**config.mk**
```make
export PLATFORM = sky130hd
export DESIGN_NAME = tde_echo_calc
export DESIGN_NICKNAME = d
export VERILOG_FILES = /design/src/hdl/tde_pkg.sv /design/src/hdl/tde_echo_calc.sv
export SDC_FILE = /design/constraint.sdc
export NUM_CORES = 1
export LEC_CHECK = 0
export BUFFER_PORTS_ARGS = -buffer_cell sky130_fd_sc_hd__buf_2
export CORE_MARGIN = 4
export CORE_UTILIZATION = 25
export DETAILED_ROUTE_END_ITERATION = 10
export SLEW_MARGIN = 20
export SYNTH_ARGS = -nofsm -noshare
export SYNTH_HDL_FRONTEND = slang
export SYNTH_SLANG_ARGS = --single-unit
```
**constraint.sdc**
```tcl
create_clock -name vclk -period 17.5
set_clock_uncertainty 0.05 [all_clocks]
set_input_delay 0 -clock vclk [all_inputs]
set_output_delay 0 -clock vclk [all_outputs]
set_load 0.02 [all_outputs]
```
**src/hdl/tde_pkg.sv**
```systemverilog
`default_nettype none

package tde_pkg;

  localparam int MAX_DELAY = 4096;
  localparam int ECHO_BITS = 8;
  localparam int ADDR_W    = $clog2(MAX_DELAY);
  localparam int DELAY_W   = 13;
  localparam int VEL_W     = 16;
  localparam int IDX_W     = 9;
  localparam int CFG_IDX_W = 2;
  localparam int CFG_W     = 16;

  localparam logic [VEL_W-1:0]   VEL_ONE     = VEL_W'(32768);
  localparam logic [IDX_W-1:0]   IDX_CLEARED = '1;
  localparam logic [ECHO_BITS-1:0] ECHO_MAX  = '1;

  typedef enum logic [CFG_IDX_W-1:0] {
    REG_DELAY_LENGTH  = 2'd0,
    REG_ECHO_COUNT    = 2'd1,
    REG_PASS_INPUT    = 2'd2,
    REG_VELOCITY_STEP = 2'd3
  } cfg_reg_t;

  // Settings as the datapath sees them, with the derived length and total.
  typedef struct packed {
    logic [DELAY_W-1:0]   eff_length;
    logic [ECHO_BITS-1:0] total;
    logic                 pass_input;
    logic [VEL_W-1:0]     velocity_step;
  } cfg_t;

  typedef struct packed {
    logic             trig;
    logic [VEL_W-1:0] velocity;
    logic [IDX_W-1:0] index;
  } held_t;

endpackage

`default_nettype wire

```
**src/hdl/tde_echo_calc.sv**
```systemverilog
`default_nettype none

module tde_echo_calc
  import tde_pkg::*;
(
  input  wire logic                 trig,
  input  wire logic [ECHO_BITS-1:0] slot,
  input  wire cfg_t                 cfg,
  input  wire held_t                held,
  output logic      [ECHO_BITS-1:0] slot_next,
  output held_t                     held_next
);

  logic [ECHO_BITS-1:0]       rem;
  logic [ECHO_BITS+VEL_W-1:0] vel_full;
  logic [VEL_W-1:0]           vel_sat;
  logic [IDX_W-1:0]           idx;

  assign rem      = slot - ECHO_BITS'(1);
  assign vel_full = (ECHO_BITS+VEL_W)'(rem) * (ECHO_BITS+VEL_W)'(cfg.velocity_step);
  assign vel_sat  = (vel_full > (ECHO_BITS+VEL_W)'(VEL_ONE)) ? VEL_ONE : vel_full[VEL_W-1:0];
  assign idx      = IDX_W'(cfg.total) - IDX_W'(1) - IDX_W'(rem);

  always_comb begin
    slot_next = slot;
    held_next = held;
    if (trig) begin
      slot_next = cfg.total;
      if (cfg.pass_input) begin
        held_next = '{trig: 1'b1, velocity: VEL_ONE, index: '0};
      end
    end else if (slot != '0) begin
      slot_next = rem;
      held_next = '{trig: 1'b1, velocity: vel_sat, index: idx};
    end else begin
      held_next.trig = 1'b0;
    end
  end

endmodule

`default_nettype wire

```
## After elaboration in Yosys (flattened, before gate mapping)

Cells that the tools add are included.

| operators by class | value |
|---|---|
| order comparisons | 1 |
| reductions and logical operators | 1 |
| $add $sub $neg | 3 |
| muxes and demuxes | 7 |
| multiply operators | 1 |

Operators with widths:

| operator | number |
|---|---|
| 2-to-1 mux 26 bit | 2 |
| 2-to-1 mux 25 bit | 1 |
| > comparator 24 x 16 -> 1 bit, second input constant | 1 |
| multiplier 8 x 16 -> 24 bit | 1 |
| 2-to-1 mux 16 bit | 1 |
| 2-to-1 mux 8 bit | 2 |
| subtractor 8 x 1 -> 9 bit, second input constant | 1 |
| subtractor 9 x 8 -> 9 bit | 1 |
| nonzero test 8 bit | 1 |
| subtractor 8 x 1 -> 8 bit, second input constant | 1 |
| 2-to-1 mux 1 bit | 1 |

| storage, ports and cells | value |
|---|---|
| word-level logic and storage cells | 13 |
| output and inout bits | 34 |
| register bits after elaboration | 0 |
| input port bits | 73 |

## Logic depth before layout (Yosys ltp)

| depth | value |
|---|---|
| depth in word-level cells | 6 |
| gate-level depth with buffers | 27 |
| depth with buffers taken out | 23 |

## Worst setup path after synthesis

Ideal clock, no wire load.

| timing path | value |
|---|---|
| path type | input port to output port |
| start | input port slot[0] |
| end | output port held_next[14] in the netlist's numbering |
| setup slack | 11,116 ps |
| data required time | 17,450 ps |
| cell stages on the path | 25 |
| data arrival time | 6,334 ps |
| buffers on the path | 3 |
| path through | clkinv_1 -> clkbuf_1 -> ha_1 -> inv_1 -> nor2_1 -> xnor2_1 -> clkbuf_1 -> nand2b_1 -> fa_1 -> fa_1 -> inv_1 -> fa_1 -> inv_1 -> fa_1 -> inv_1 -> ha_1 -> a21oi_1 -> o21a_2 -> or3_4 -> a21oi_2 -> or4_1 -> a31o_2 -> or3_1 -> buf_6 -> o31ai_1 |

RTL lines:

| what | line | text |
|---|---|---|
| from (decl) | tde_echo_calc.sv:7 | `input wire logic [ECHO_BITS-1:0] slot,` |
| to (decl) | tde_echo_calc.sv:11 | `output held_t held_next` |

==> impl_metrics.py <==
metrics = {
    "cells_and_area": {
        "fill_cells": 2215,
        "multi_input_area_um2": 4650,
        "syn_to_final_growth_pct": 14.8,
        "clock_buffers": 0,
        "seq_cell_count": 0,
        "drive_above_1_share_pct": 16.6,
        "antenna_cells": 0,
        "final-seq-area_um2": 0,
        "nNetsFinal": 936,
    },
    "setup_path": {
        "critical_path_arrival_ps": 6970,
        "required_ps": 17450,
        "critical_path.top_delay_family": "adder cells",
        "path_common_cell": "inv_1",
        "cp_max_fo": 18,
        "cp-end-kind": "output port",
        "worstSetupPathType": "in2out",
        "cp_num_buf_inv": 9,
        "worst_path_max_delay_cell": "clkinv_1",
        "max_stage_delay_ps": 580,
        "startpoint_type": "primary input",
    },
    "placement": {
        "place_congestion": 0.859,
        "io_buffers": 94,
        "place.detailed.hpwl_um": 12700,
        "pre_cts_ws_ps": 10500,
    },
    "grt": {
        "grt_pass1_wl_um": 24900,
        "grt_max_degree": 26,
        "antenna_found_initial": 0,
        "grt_use_total_pct": 12.7,
        "grt_pass1_vias": 4675,
        "gr-total-overflow": 0,
    },
    "timing": {
        "finalHoldViolations": 0,
        "fin_worst_hold_slack_ps": 271,
        "worst_pin_slew_ps": 1020,
        "setup_viol": 0,
        "rsz0062_at_grt": "no",
        "timing.slew.headroom_pct": 32.2,
        "setup_ws_ps": 10480,
        "fin_crit_sh_pct": 40.1,
        "max_clock_freq_mhz": 142,
        "fin_crit_ps": 7020,
        "fin_setup_tns_ps": 0,
        "slew_violations": 0,
    },
    "route": {
        "drt_iter0_markers": 204,
        "antenna_left": 0,
        "route.detailed.drc": 0,
        "drt-wirelength-per-cell_um": 15.0,
        "dr.pass1.iters": 4,
        "wirelength_um": 14900,
        "via_per_inst": 4.64,
        "num_vias": 4603,
    },
    "floorplan": {
        "die_width_um": 152,
        "io_pins": 107,
        "die_area_um2": 23100,
        "rows": 52,
        "die_h_um": 152,
        "start_util_pct": 25.5,
        "placeableCoreArea_um2": 20300,
    },
    "logic_synthesis": {
        "ys_warn_count": 0,
        "synthCells": 640,
        "synthDistinctLibCells": 65,
        "seq_area_frac_synth_pct": 0,
        "synth_area_leaders": "fa_1, ha_1, nor2b_1",
        "synth_top_area_cell": "fa_1",
        "synth.net_count": 852,
        "netlist_area_um2": 5180,
        "synth_top_area_share_pct": 32.9,
        "syn_area_per_cell_um2": 8.09,
    },
    "power_and_ir_drop": {
        "powerDensity_nw_per_um2": 140,
        "vdd_drop_max_mv": 0.0680,
        "p_leak_nw": 2.97,
        "fin_total_pwr_uw": 831,
    },
    "job": {
        "drv_cap": 0,
    },
    "hold_path": {
        "hp-class": "in2out",
    },
    "clocking": {
        "cts_resized": 0,
        "cts_hold_buf": 0,
        "post_cts_buffers": 0,
    },
    "outcome": {
        "status": "completed",
    },
}
==> cells in the final DEF, fill, tap and decap left out, types with 3 or more instances in the layout <==
cell type and n:
and3_1 4, a21o_1 6, o211ai_1 4, a31oi_1 4
ha_1 54, o21a_1 6, nor2_1 17, a22o_1 9
o21bai_1 4, xor2_1 10, nor2b_1 76, fa_1 85
and2_1 14, nand3_1 4, o31ai_1 10, buf_2 94
inv_1 114, xnor2_1 15, nand2_1 69, or3_1 4
nand2b_1 19, a211oi_1 3, a21oi_1 22, o21ai_0 20
buf_4 7, nor3_1 4
==> final cells by class <==
class | instances | area share (%)
multi-input combinational | 506 | 78.3
inverter | 115 | 7.26
tap | 270 | 5.68
timing repair buffer | 101 | 8.80
==> logic make-up (layout without fill, tap and decap cells) <==
kind of cell               Yosys count  after routing  share of synthesized area, %
AOI/OAI and AO/OA                  113            113                          15.2
xor gates and xnor gates            25             25                          4.23
adders and majority gates          139            139                          45.9
buffers and inverters              134            216                          10.2
muxes                                3              3                         0.604
and+or+nand+nor                    226            226                          23.8
==> through the flow <==
stage	cells	util, %	instance area, µm²
6_report	992	29.3	5940
5_1_grt	992	29.3	5940
4_1_cts	992	29.3	5940
3_5_place_dp	992	29.3	5940
3_3_place_gp	992	29.3	5940
2_1_floorplan	640	-	5180
==> worst paths after layout <==
kind,from,end,slack (ps),cells after the start
max,slot[0],held_next[9],10480,26
min,held[13],held_next[13],270,4
==> cells in the mapped netlist (6+ instances only) <==
master / n
inv_1: 114
fa_1: 85
nor2b_1: 76
nand2_1: 69
ha_1: 54
a21oi_1: 22
o21ai_0: 20
nand2b_1: 19
nor2_1: 17
xnor2_1: 15
and2_1: 14
clkbuf_1: 13
o31ai_1: 10
xor2_1: 10
a22o_1: 9
a21o_1: 6
o21a_1: 6
==> metal layers <==
layer  wire (µm)  vias to the layer above  GRT usage, %
met5           0                        -             0
met4         253                        0          1.80
met3         672                       14          1.17
met2        7230                       97          21.7
met1        6740                     2262          17.9
li1            -                     2230             -
==> power by group <==
part | switching, mW | total [mW] | internal (mW) | leakage, nW
Clock | 0 | 0 | 0 | 0
Combinational | 0.503 | 0.831 | 0.328 | 2.97
Sequential | 0 | 0 | 0 | 0
Total | 0.503 | 0.831 | 0.328 | 2.97
No activity file was read; power rests on OpenSTA's default activity.
