--- config.mk ---
export PLATFORM = sky130hd
export DESIGN_NAME = tde_cfg
export DESIGN_NICKNAME = d
export VERILOG_FILES = /design/src/hdl/tde_pkg.sv /design/src/hdl/tde_cfg.sv
export SDC_FILE = /design/constraint.sdc
export NUM_CORES = 1
export LEC_CHECK = 0
export BUFFER_PORTS_ARGS = -buffer_cell sky130_fd_sc_hd__buf_2
export CAP_MARGIN = 20
export CORE_AREA = 2 2 62 69
export CTS_CLUSTER_SIZE = 10
export DETAILED_ROUTE_END_ITERATION = 16
export DIE_AREA = 0 0 64 71
export PLACE_DENSITY = 0.81
export SLEW_MARGIN = 20
export SYNTH_ARGS = -nofsm -noshare
export SYNTH_HDL_FRONTEND = slang
export SYNTH_SLANG_ARGS = --single-unit
export TNS_END_PERCENT = 5
--- constraint.sdc ---
create_clock -name clk -period 1.9 [get_ports clk]
set_input_delay 0.285 -clock clk [delete_from_list [all_inputs] [get_ports clk]]
set_output_delay 0.285 -clock clk [all_outputs]
set_load 0.02 [all_outputs]
--- src/hdl/tde_pkg.sv ---
`default_nettype none

package tde_pkg;

  localparam int MAX_DELAY = 4096;
  localparam int ECHO_BITS = 8;
  localparam int ADDR_W    = $clog2(MAX_DELAY);
  localparam int DELAY_W   = 13;
  localparam int VEL_W     = 16;
  localparam int IDX_W     = 9;
  localparam int CFG_IDX_W = 2;
  localparam int CFG_W     = 16;

  localparam logic [VEL_W-1:0]   VEL_ONE     = VEL_W'(32768);
  localparam logic [IDX_W-1:0]   IDX_CLEARED = '1;
  localparam logic [ECHO_BITS-1:0] ECHO_MAX  = '1;

  typedef enum logic [CFG_IDX_W-1:0] {
    REG_DELAY_LENGTH  = 2'd0,
    REG_ECHO_COUNT    = 2'd1,
    REG_PASS_INPUT    = 2'd2,
    REG_VELOCITY_STEP = 2'd3
  } cfg_reg_t;

  // Settings as the datapath sees them, with the derived length and total.
  typedef struct packed {
    logic [DELAY_W-1:0]   eff_length;
    logic [ECHO_BITS-1:0] total;
    logic                 pass_input;
    logic [VEL_W-1:0]     velocity_step;
  } cfg_t;

  typedef struct packed {
    logic             trig;
    logic [VEL_W-1:0] velocity;
    logic [IDX_W-1:0] index;
  } held_t;

endpackage

`default_nettype wire

--- src/hdl/tde_cfg.sv ---
`default_nettype none

module tde_cfg
  import tde_pkg::*;
(
  input  wire logic                 clk,
  input  wire logic                 rst,
  input  wire logic                 cfg_valid,
  output logic                      cfg_ready,
  input  wire logic [CFG_IDX_W-1:0] cfg_index,
  input  wire logic [CFG_W-1:0]     cfg_data,
  output cfg_t                      cfg
);

  logic [DELAY_W-1:0]   delay_length;
  logic [ECHO_BITS-1:0] echo_count;
  logic                 pass_input;
  logic [VEL_W-1:0]     velocity_step;
  logic [ECHO_BITS:0]   total_sum;

  assign cfg_ready = 1'b1;

  always_ff @(posedge clk) begin
    if (rst) begin
      delay_length  <= DELAY_W'(1);
      echo_count    <= ECHO_BITS'(1);
      pass_input    <= 1'b0;
      velocity_step <= VEL_ONE;
    end else if (cfg_valid) begin
      case (cfg_reg_t'(cfg_index))
        REG_DELAY_LENGTH:  delay_length  <= cfg_data[DELAY_W-1:0];
        REG_ECHO_COUNT:    echo_count    <= cfg_data[ECHO_BITS-1:0];
        REG_PASS_INPUT:    pass_input    <= cfg_data[0];
        REG_VELOCITY_STEP: velocity_step <= cfg_data[VEL_W-1:0];
        default: ;
      endcase
    end
  end

  assign total_sum = {1'b0, echo_count} + (ECHO_BITS+1)'(pass_input);

  always_comb begin
    if (delay_length == '0) begin
      cfg.eff_length = DELAY_W'(1);
    end else if (delay_length > DELAY_W'(MAX_DELAY)) begin
      cfg.eff_length = DELAY_W'(MAX_DELAY);
    end else begin
      cfg.eff_length = delay_length;
    end
    cfg.total         = total_sum[ECHO_BITS] ? ECHO_MAX : total_sum[ECHO_BITS-1:0];
    cfg.pass_input    = pass_input;
    cfg.velocity_step = velocity_step;
  end

endmodule

`default_nettype wire

; ---- Yosys cells after proc, flatten, opt, wreduce, memory -nomap -nowiden
; Index checks and enable logic that the tools add are counted.
[totals]
elab_cells = 18
output_inout_bits = 39
ff_bits = 38
in_bits = 21
[classes]
n_lt_le_gt_ge = 1
eq_ne = 3
n_mux = 3
n_reduce_logical = 6
add_sub_neg = 1
[ops]
columns = cell, n
row1 = 2-to-1 mux 13 bit, 2
row2 = "greater-than comparator 13 bit, second input constant", 1
row3 = logical NOT 13 bit, 1
row4 = adder 8 x 1 -> 9 bit, 1
row5 = 2-to-1 mux 8 bit, 1
row6 = AND reduction 2 bit, 4
row7 = "equality test 2 bit, second input constant", 2
row8 = "equality test 2 x 1 -> 1 bit, second input constant", 1
row9 = logical NOT 2 bit, 1

; ---- Depth between registers and ports, before layout
; Gate-level depths: netlist of run 1.
[depth]
word_depth = 3
mapped_depth = 5
mapped_depth_nobuf = 5

; ---- Worst setup path after synthesis of run 1
; No wires, ideal clock.
[synth_timing]
kind = register to output
from = register pass_input
to = output port cfg[20] in the netlist's numbering
path_buffers = 0
required_ns = 1.615
stages_incl_launch_ff = 6
arrival_ns = 1.409
slack_ns = 0.206
cell_sequence = dfxtp_1 ha_1 ha_1 nand4_1 or2_2 o21ai_0
[synth_rtl]
columns = item, line_no
row1 = from (decl), tde_cfg.sv:17  ; logic pass_input;
row2 = from (signal assigned), tde_cfg.sv:33  ; REG_PASS_INPUT: pass_input <= cfg_data[0];
row3 = to (decl), tde_cfg.sv:12  ; output cfg_t cfg

==> metrics, run 1 <==
synthesized area per cell between 8 and 9 µm²; Hold Vio Cnt, Final 0; CP max stage cell dfxtp_2; critical path class register to output port; Root Buffer clkbuf_8; Filler Cell Count 383; via count between 1500 and 2000; status finished with violations; htree depth 2; Max clock buf depth 2; worst-path maximum fanout 3; total CTS buffers 5; Critical Path AT 1.65 ns; switching share of power 0.258; Die H 71 µm; Hold Worst Slack 0.208 ns; Internal Power 1.20 mW; top-count cell post-synth nand2_1; clock sink count 38; DR DRC count 0; grt total ovfl 0; largest net degree at the start of global routing 39; setup violators final 3; Core Box Area 3870 µm²; Tightest Hold Check Type primary input to register; pwr dens 760 nW/µm²; I/O pin total 60; RSZ-0062 raised after global routing true; sequential area share after synthesis 0.455; Async SR Flop Fraction 0; clk slew on worst S/H paths 0.07 ns; area of the multi-input gates 851 µm²; Inserted Diodes 0; TNS Setup -0.0857 ns; Sw Pwr 0.417 mW; syn_nets 229; most frequent cells after synthesis 60 x nand2_1, 38 x dfxtp_1, 28 x a21oi_1; routed wirelength normalized by instance count 12.5 µm; DR vias/cell approximately 5; Max-Cap Viols 0; DRT iter0 DRCs 73; Total Routing Usage GR 0.184; crit path cell chain ha_4, ha_4, nand4_1, nor4bb_1, nor2_1, buf_4; DRT Pass-1 Iters 4; CP Capture Type output port; Post-Syn Area 1670 µm²; peak supply drop ~0.00045 V; Yosys top cell area share 0.455; #FFs+latches synth 38; Post-synth EDFFs 0; Synth area leaders dfxtp_1 45%, nand2_1 13%, a21oi_1 8.4%, mux2i_1 4.8%, nor2b_1 4.1%; Post-DRT Antenna Nets 0; Max Slew Vio Count 0; Synth Flop Type dfxtp_1; share of cells above drive strength 1 0.314; FP Rows 24; most used cell along the critical path ha_4; post-route cell area 2130 µm²; hold_buf cts 0; final worst slack -0.0365 ns; CTS tree built; placed cells 303; clock network fraction of design power 0.348; Worst path max stage delay 0.36 ns; Setup crit start kind register; WL final 3910 µm; antenna violations before repair 0; NumNets Final 283; Flop pwr share 0.525; Worst Path Buf+Inv 1; worst slack, placed 0.0755 ns; die extent in x around 64 µm; Worst-Margin Slew 0.647 ns; skew final 0 ns; fmax 516 MHz; final worst path period share 1.02; delay-heaviest family, CP simple AND/OR/NAND/NOR gates; die area 4540 µm²; port bufs 58; Period minus WS final ~1.9 ns; Synth Warn # 0; Comb pwr share 0.127; failing checks setup timing; vias in the first global route ~1400; register area between 700 and 800 µm²; Synth Instances approximately 200; leakage 0.996 nW; RD Place Congestion 0.774; Yosys top cell by area dfxtp_1; global-route wire length before repair roughly 6500 µm; DP HPWL between 2000 and 3000 µm; placed inst area a little under 2000 µm²; Worst slew margin 0.569; initial core utilization 0.432; final std cells w/o fill approximately 310; Netlist cell types 35; area grow syn2layout 27.2%; WP data required 1.62 ns; worst skew pair latency 0.29 ns
==> worst min-delay path, stage by stage <==
cell	delay, ns
buf_2	0.08
nand2_1	0.04
nand3b_1	0.06
==> repair_timing <==
action	in CTS	in global routing
cloned	0	0
gates resized for setup	13	8
pin swaps	2	3
buffers inserted	1	1
endpoints found under the setup margin	8	7
==> flip-flops by register name (all words and copies together), names as in the netlist <==
register       cells
velocity_step     16
echo_count         8
pass_input         1
delay_length      13
==> cells by family (layout without fill, tap and decap cells) <==
family,Yosys count,count (layout),share of synthesized area
AOI/OAI and AO/OA,35,35,0.111
adders and majority gates,2,2,0.0150
and+or+nand+nor,104,104,0.300
DFF,38,38,0.455
muxes,9,9,0.0568
xor gates and xnor gates,1,1,0.00524
buffers and inverters,16,71,0.0553
other,1,1,0.00224
==> path summary, 6_finish.rpt <==
| check | cells after the start | start | endpoint | slack [ns] |
|---|---|---|---|---|
| setup / recovery | 6 | echo_count[0] | cfg[23] | -0.04 |
| hold / removal | 3 | cfg_data[15] | velocity_step[15] | 0.21 |
| setup reg to reg | 2 | delay_length[12] | delay_length[12] | 1.03 |
| hold reg to reg | 2 | velocity_step[0] | velocity_step[0] | 0.45 |
==> placed cells by master, fill, tap and decap left out, types with 2 or more instances in the layout <==
cell,n
a21oi_1,28
a31oi_1,3
and3_2,2
buf_2,51
buf_4,7
buf_6,4
clkbuf_8,6
dfxtp_1,36
dfxtp_2,2
ha_4,2
mux2i_1,8
nand2_1,60
nand2b_1,2
nand3_1,3
nand3b_1,4
nor2_1,11
nor2b_1,11
nor4_1,2
==> power groups by stage <==
stage               clock [mW]  sequential, mW  combinational [mW]
floorplan                    0           0.872               0.118
global placement             0           0.864               0.194
detailed placement           0           0.865               0.197
CTS                      0.578           0.848               0.201
global route             0.614           0.852               0.226
finish                   0.563           0.849               0.205
==> through the flow <==
step | util | power (mW)
2_1_floorplan | - | 0.990
3_3_place_gp | 0.505 | 1.06
3_5_place_dp | 0.505 | 1.06
4_1_cts | 0.541 | 1.63
5_1_grt | 0.549 | 1.69
6_report | 0.549 | 1.62
==> metal layers <==
| metal | routed length (µm) | vias up | global-route usage |
|---|---|---|---|
| met5 | 0 | - | 0 |
| met4 | 82 | 0 | 0.0821 |
| met3 | 226 | 9 | 0.0620 |
| met2 | 1880 | 41 | 0.301 |
| met1 | 1730 | 728 | 0.218 |
| li1 | - | 790 | - |
==> layout make-up <==
| class | count | share of cell area |
|---|---|---|
| clock inverter | 1 | 0.00235 |
| inverter | 1 | 0.00176 |
| tap | 52 | 0.0306 |
| multi-input combinational | 152 | 0.400 |
| sequential | 38 | 0.359 |
| clock buffer | 7 | 0.0406 |
| timing repair buffer | 62 | 0.166 |
Note: power is estimated with default switching activity, not from simulation.
==> inputs of run 2 (changes only) <==
--- a/config.mk
+++ b/config.mk
@@ -5,7 +5,7 @@
 export SDC_FILE = /design/constraint.sdc
 export NUM_CORES = 1
 export LEC_CHECK = 0
-export BUFFER_PORTS_ARGS = -buffer_cell sky130_fd_sc_hd__buf_2
+export BUFFER_PORTS_ARGS = -buffer_cell sky130_fd_sc_hd__clkbuf_2
 export CAP_MARGIN = 20
 export CORE_AREA = 2 2 62 69
 export CTS_CLUSTER_SIZE = 10
==> run 2 against run 1 <==
Net effect:
- sequential power about the same
- worst hold slack improved by 0.014 ns
- flip-flop and latch count unchanged
- critical path type unchanged
- final cell count unchanged
- clock-buffer cell count decreased by 1
- via count increased by 1.5%
- the run still ends with setup timing left
- non-clock buffer count increased by 1
==> metrics, run 2 (same netlist as run 1, synthesis figures left out) <==
peak supply drop 0.000580 V (was 0.000448 V); Max-Cap Viols 0 (unchanged); commonest non-fill, non-tap cell in the layout nand2_1 (unchanged); critical path class register to output port (unchanged); total CTS buffers 5 (unchanged); pwr dens 801 nW/µm² (was 760 nW/µm²); most flop-heavy register velocity_step (unchanged); worst-path maximum fanout 3 (unchanged); Core Box Area 3870 µm² (unchanged); Tightest Hold Check Type primary input to register (unchanged); Detail Route met2 WL 2170 µm (was 1880 µm); DRT Pass-1 Iters 4 (unchanged); Worst-Margin Slew 0.746 ns (was 0.647 ns); port bufs 58 (unchanged); WL final 4110 µm (was 3910 µm); die area 4540 µm² (unchanged); RSZ-0062 raised after global routing true (unchanged); grt total ovfl 0 (unchanged); share of cells above drive strength 1 0.326 (was 0.314); Setup crit start kind register (unchanged); Total Routing Usage GR 0.183 (was 0.184); htree depth 2 (unchanged); skew final 0 ns (unchanged); largest net degree at the start of global routing 39 (unchanged); final worst slack -0.0563 ns (was -0.0365 ns); Die H 71 µm (unchanged); clock sink count 38 (unchanged); routed wirelength normalized by instance count 13.1 µm (was 12.5 µm); Hold Worst Slack 0.222 ns (was 0.208 ns); DRT iter0 DRCs 76 (was 73); Period minus WS final 1.96 ns (was 1.94 ns); DP HPWL 2840 µm (was 2770 µm); Root Buffer clkbuf_8 (unchanged); Max Slew Vio Count 0 (unchanged); Inserted Diodes 0 (unchanged); max reg flops 16 (unchanged); status finished with violations (unchanged); DR vias/cell 5.08 (was 5.01); Max clock buf depth 2 (unchanged); placed cells 302 (was 303); Critical Path AT 1.67 ns (was 1.65 ns); fmax 511 MHz (was 516 MHz); RD Place Congestion 0.760 (was 0.774); worst skew pair latency 0.28 ns (was 0.29 ns); area grow syn2layout 29.3% (was 27.2%); commonest cells after routing, fill and taps aside 58 x nand2_1, 52 x clkbuf_2, 36 x dfxtp_1, 28 x a21oi_1 (was 60 x nand2_1, 51 x buf_2, 36 x dfxtp_1, 28 x a21oi_1); clk slew on worst S/H paths 0.07 ns (about the same); vias in the first global route 1480 (was 1433); failing checks setup timing (unchanged); I/O pin total 60 (unchanged); DR DRC count 0 (unchanged); NumNets Final 284 (was 283); Hold Vio Cnt, Final 0 (unchanged); final worst path period share 1.03 (was 1.02); CP Capture Type output port (unchanged); Post-DRT Antenna Nets 0 (unchanged); final std cells w/o fill 313 (unchanged); die extent in x 64 µm (unchanged); CTS tree built (unchanged); leakage 0.996 nW (about the same); M1 WL 1700 µm (was 1730 µm); via count 1591 (was 1568); Largest regs velocity_step x16, delay_length x13, echo_count x8 (unchanged); Worst slew margin 0.503 (was 0.569); Top Layer Used met4 (unchanged); met3 wire length 234 µm (was 226 µm); antenna violations before repair 0 (unchanged); global-route wire length before repair 6540 µm (was 6470 µm); WP data required 1.62 ns (about the same); setup violators final 2 (was 3); initial core utilization 0.432 (unchanged); FP Rows 24 (unchanged)
==> run 2: routing by layer <==
metal | track usage | vias up
met5 | 0 | -
met4 | 0.0435 | 0
met3 | 0.0588 | 2
met2 | 0.331 | 44
met1 | 0.207 | 756
li1 | - | 789
==> run 2: final cells by class <==
cell class | instances | area (µm²)
inverter | 1 | 3.75
sequential | 38 | 763
multi-input combinational | 152 | 856
timing repair buffer | 63 | 363
clock inverter | 1 | 30.0
clock buffer | 6 | 82.6
tap | 52 | 65.1
fill | 369 | 1710
==> run 2: repair_timing <==
| item | CTS | global route |
|---|---|---|
| buffers inserted | 3 | 1 |
| hold buffers | 0 | 0 |
| resized for setup | 9 | 17 |
| cloned | 0 | 0 |
| pin swaps | 2 | 1 |
| setup endpoints to repair | 8 | 7 |
==> run 2: path summary, 6_finish.rpt <==
check | startpoint | to | slack (ns) | depth (start not counted)
max reg2reg | delay_length[12] | delay_length[12] | 1.00 | 2
min reg2reg | velocity_step[14] | velocity_step[14] | 0.46 | 2
max | pass_input | cfg[24] | -0.06 | 7
min | cfg_data[15] | velocity_step[15] | 0.22 | 3
==> run 2: metrics by stage <==
| stage | setup slack, ns | instance area [µm²] | total power [mW] | utilization | TNS [ns] |
|---|---|---|---|---|---|
| finish | -0.0563 | 2160 | 1.73 | 0.558 | -0.0693 |
| global route | -0.120 | 2160 | 1.81 | 0.558 | -0.510 |
| CTS | -0.0500 | 2120 | 1.74 | 0.548 | -0.0500 |
| detailed placement | 0.0609 | 1950 | 1.06 | 0.503 | 0 |
| global placement | 0.125 | 1950 | 1.06 | 0.503 | 0 |
| floorplan | 0.206 | 1670 | 0.990 | - | 0 |
==> run 2: worst max-delay path, cell delays in order, from the launching register on <==
cell     delay [ns]
dfxtp_2        0.34
ha_4           0.17
ha_4           0.16
nand4_1        0.13
buf_4          0.14
nand2_2        0.04
mux2_4         0.28
buf_8          0.13
==> run 2: report_power, final <==
part           internal [mW]  switching (mW)  total (mW)
combinational         0.0828           0.124       0.207
sequential             0.825          0.0248       0.850
clock                  0.420           0.257       0.677
total                   1.33           0.406        1.73
==> inputs of run 3 (changes only) <==
==> constraint.sdc (replaced) <==
create_clock -name clk -period 1.9 [get_ports clk]
set_input_delay 0.095 -clock clk [delete_from_list [all_inputs] [get_ports clk]]
set_output_delay 0.095 -clock clk [all_outputs]
set_load 0.02 [all_outputs]
==> run 3 against run 2 <==
Net effect:
- highest routed layer unchanged
- combinational power is 5% lower
- clock-buffer cell count up 1
- non-clock buffer count fell by 4
- final cell count fell by 0.96%
- the run now ends clean
==> metrics, run 3 (same netlist as run 1, synthesis figures left out) <==
global-route wire length before repair 6270 µm (was 6540 µm); Tightest Hold Check Type primary input to register (unchanged); fmax 559 MHz (was 511 MHz); share of cells above drive strength 1 0.298 (was 0.326); grt total ovfl 0 (unchanged); Largest regs velocity_step x16, delay_length x13, echo_count x8 (unchanged); DRT iter0 DRCs 45 (was 76); Total Routing Usage GR 0.174 (was 0.183); Critical Path AT 1.69 ns (was 1.67 ns); HP Start cfg_data[15] (unchanged); Period minus WS final 1.79 ns (was 1.96 ns); Filler Cell Count 401 (was 369); largest net degree at the start of global routing 39 (unchanged); Root Buffer clkbuf_8 (unchanged); DP HPWL 2820 µm (was 2840 µm); Hold Vio Cnt, Final 0 (unchanged); max reg flops 16 (unchanged); Hold Worst Slack 0.0266 ns (was 0.222 ns); RSZ-0062 raised after global routing false (was true); peak supply drop 0.000557 V (was 0.000580 V); DRT Pass-1 Iters 5 (was 4); setup repair bufs after CTS 0 (was 3); status completed (was finished with violations); RR Startpoint delay_length[12] (unchanged); port bufs 58 (unchanged); FP Rows 24 (unchanged); pwr dens 778 nW/µm² (was 801 nW/µm²); skew final 0 ns (unchanged); Power Total 1.61 mW (was 1.73 mW); NumNets Final 280 (was 284); worst-path maximum fanout 5 (was 3); RD Place Congestion 0.782 (was 0.760); DR DRC count 0 (unchanged); htree depth 2 (unchanged); antenna violations before repair 0 (unchanged); I/O pin total 60 (unchanged); worst skew pair latency 0.29 ns (was 0.28 ns); Die H 71 µm (unchanged); Max-Cap Viols 0 (unchanged); most flop-heavy register velocity_step (unchanged); area grow syn2layout 23.7% (was 29.3%); Crit. Startpoint echo_count[0] (was pass_input); TNS Setup 0 ns (was -0.0693 ns); WL final 3930 µm (was 4110 µm); Setup crit start kind register (unchanged); CP Capture Type output port (unchanged); critical path class register to output port (unchanged); commonest cells after routing, fill and taps aside 60 x nand2_1, 57 x clkbuf_2, 37 x dfxtp_1, 28 x a21oi_1 (was 58 x nand2_1, 52 x clkbuf_2, 36 x dfxtp_1, 28 x a21oi_1); total CTS buffers 5 (unchanged); routed wirelength normalized by instance count 12.7 µm (was 13.1 µm); initial core utilization 0.432 (unchanged); DR vias/cell 5.03 (was 5.08); Max Slew Vio Count 0 (unchanged); die area 4540 µm² (unchanged); clk slew on worst S/H paths 0.07 ns (about the same); commonest non-fill, non-tap cell in the layout nand2_1 (unchanged); final worst path period share 0.942 (was 1.03); die extent in x 64 µm (unchanged); vias in the first global route 1465 (was 1480); Max clock buf depth 2 (unchanged); Core Box Area 3870 µm² (unchanged); Worst-Margin Slew 0.761 ns (was 0.746 ns); CTS tree built (unchanged); WP data required 1.80 ns (was 1.62 ns); setup violators final 0 (was 2); leakage 0.955 nW (was 0.996 nW); clock sink count 38 (unchanged); via count 1560 (was 1591); Post-DRT Antenna Nets 0 (unchanged); Worst slew margin 0.493 (was 0.503); Inserted Diodes 0 (unchanged)
run 3: final timing paths:
path / endpoint / slack, ns / depth (start not counted)
worst max-delay path: cfg[22] / 0.11 / 6
worst min-delay path: velocity_step[15] / 0.03 / 3
worst max register to register: delay_length[12] / 0.99 / 2
worst min register to register: velocity_step[13] / 0.46 / 2
run 3: final cells by class:
| type | count | area, µm² | share of cell area |
|---|---|---|---|
| Clock buffer | 7 | 86.3 | 0.0417 |
| Tap cell | 52 | 65.1 | 0.0314 |
| Multi-Input combinational cell | 152 | 847 | 0.409 |
| Inverter | 1 | 3.75 | 0.00181 |
| Timing Repair Buffer | 59 | 300 | 0.145 |
| Clock inverter | 1 | 5.00 | 0.00242 |
| Sequential cell | 38 | 762 | 0.368 |
run 3: what timing repair did:
item / 4_1_cts / 5_1_grt
endpoints found under the setup margin: 5 / 6
pin swaps: 0 / 1
resized for setup: 4 / 3
hold buffers: 0 / 0
run 3: stage by stage:
step	setup slack, ns	util	std cells	area, µm²
3_3_place_gp	0.315	0.503	302	1950
5_1_grt	0.00132	0.534	310	2070
4_1_cts	0.0219	0.529	310	2050
2_1_floorplan	0.396	-	206	1670
3_5_place_dp	0.252	0.503	302	1950
6_report	0.110	0.534	310	2070
run 3: worst max-delay path, cell delays in order (launching register included):
cell	delay, ns
dfxtp_1	0.39
ha_4	0.17
ha_4	0.14
nand4_1	0.14
or2_4	0.30
o21ai_0	0.08
clkbuf_4	0.19
run 3: routing by layer:
metal,vias to the layer above,global-route usage,share of wire
met5,-,0,0
met4,0,0.0580,0.0069
met3,5,0.0477,0.055
met2,40,0.304,0.52
met1,734,0.204,0.42
li1,781,-,-
run 3: power by group:
| part | internal [mW] | switching [mW] | leakage, nW |
|---|---|---|---|
| combinational | 0.0747 | 0.122 | 0.597 |
| sequential | 0.824 | 0.0244 | 0.310 |
| clock | 0.293 | 0.272 | 0.0482 |
| total | 1.19 | 0.418 | 0.955 |
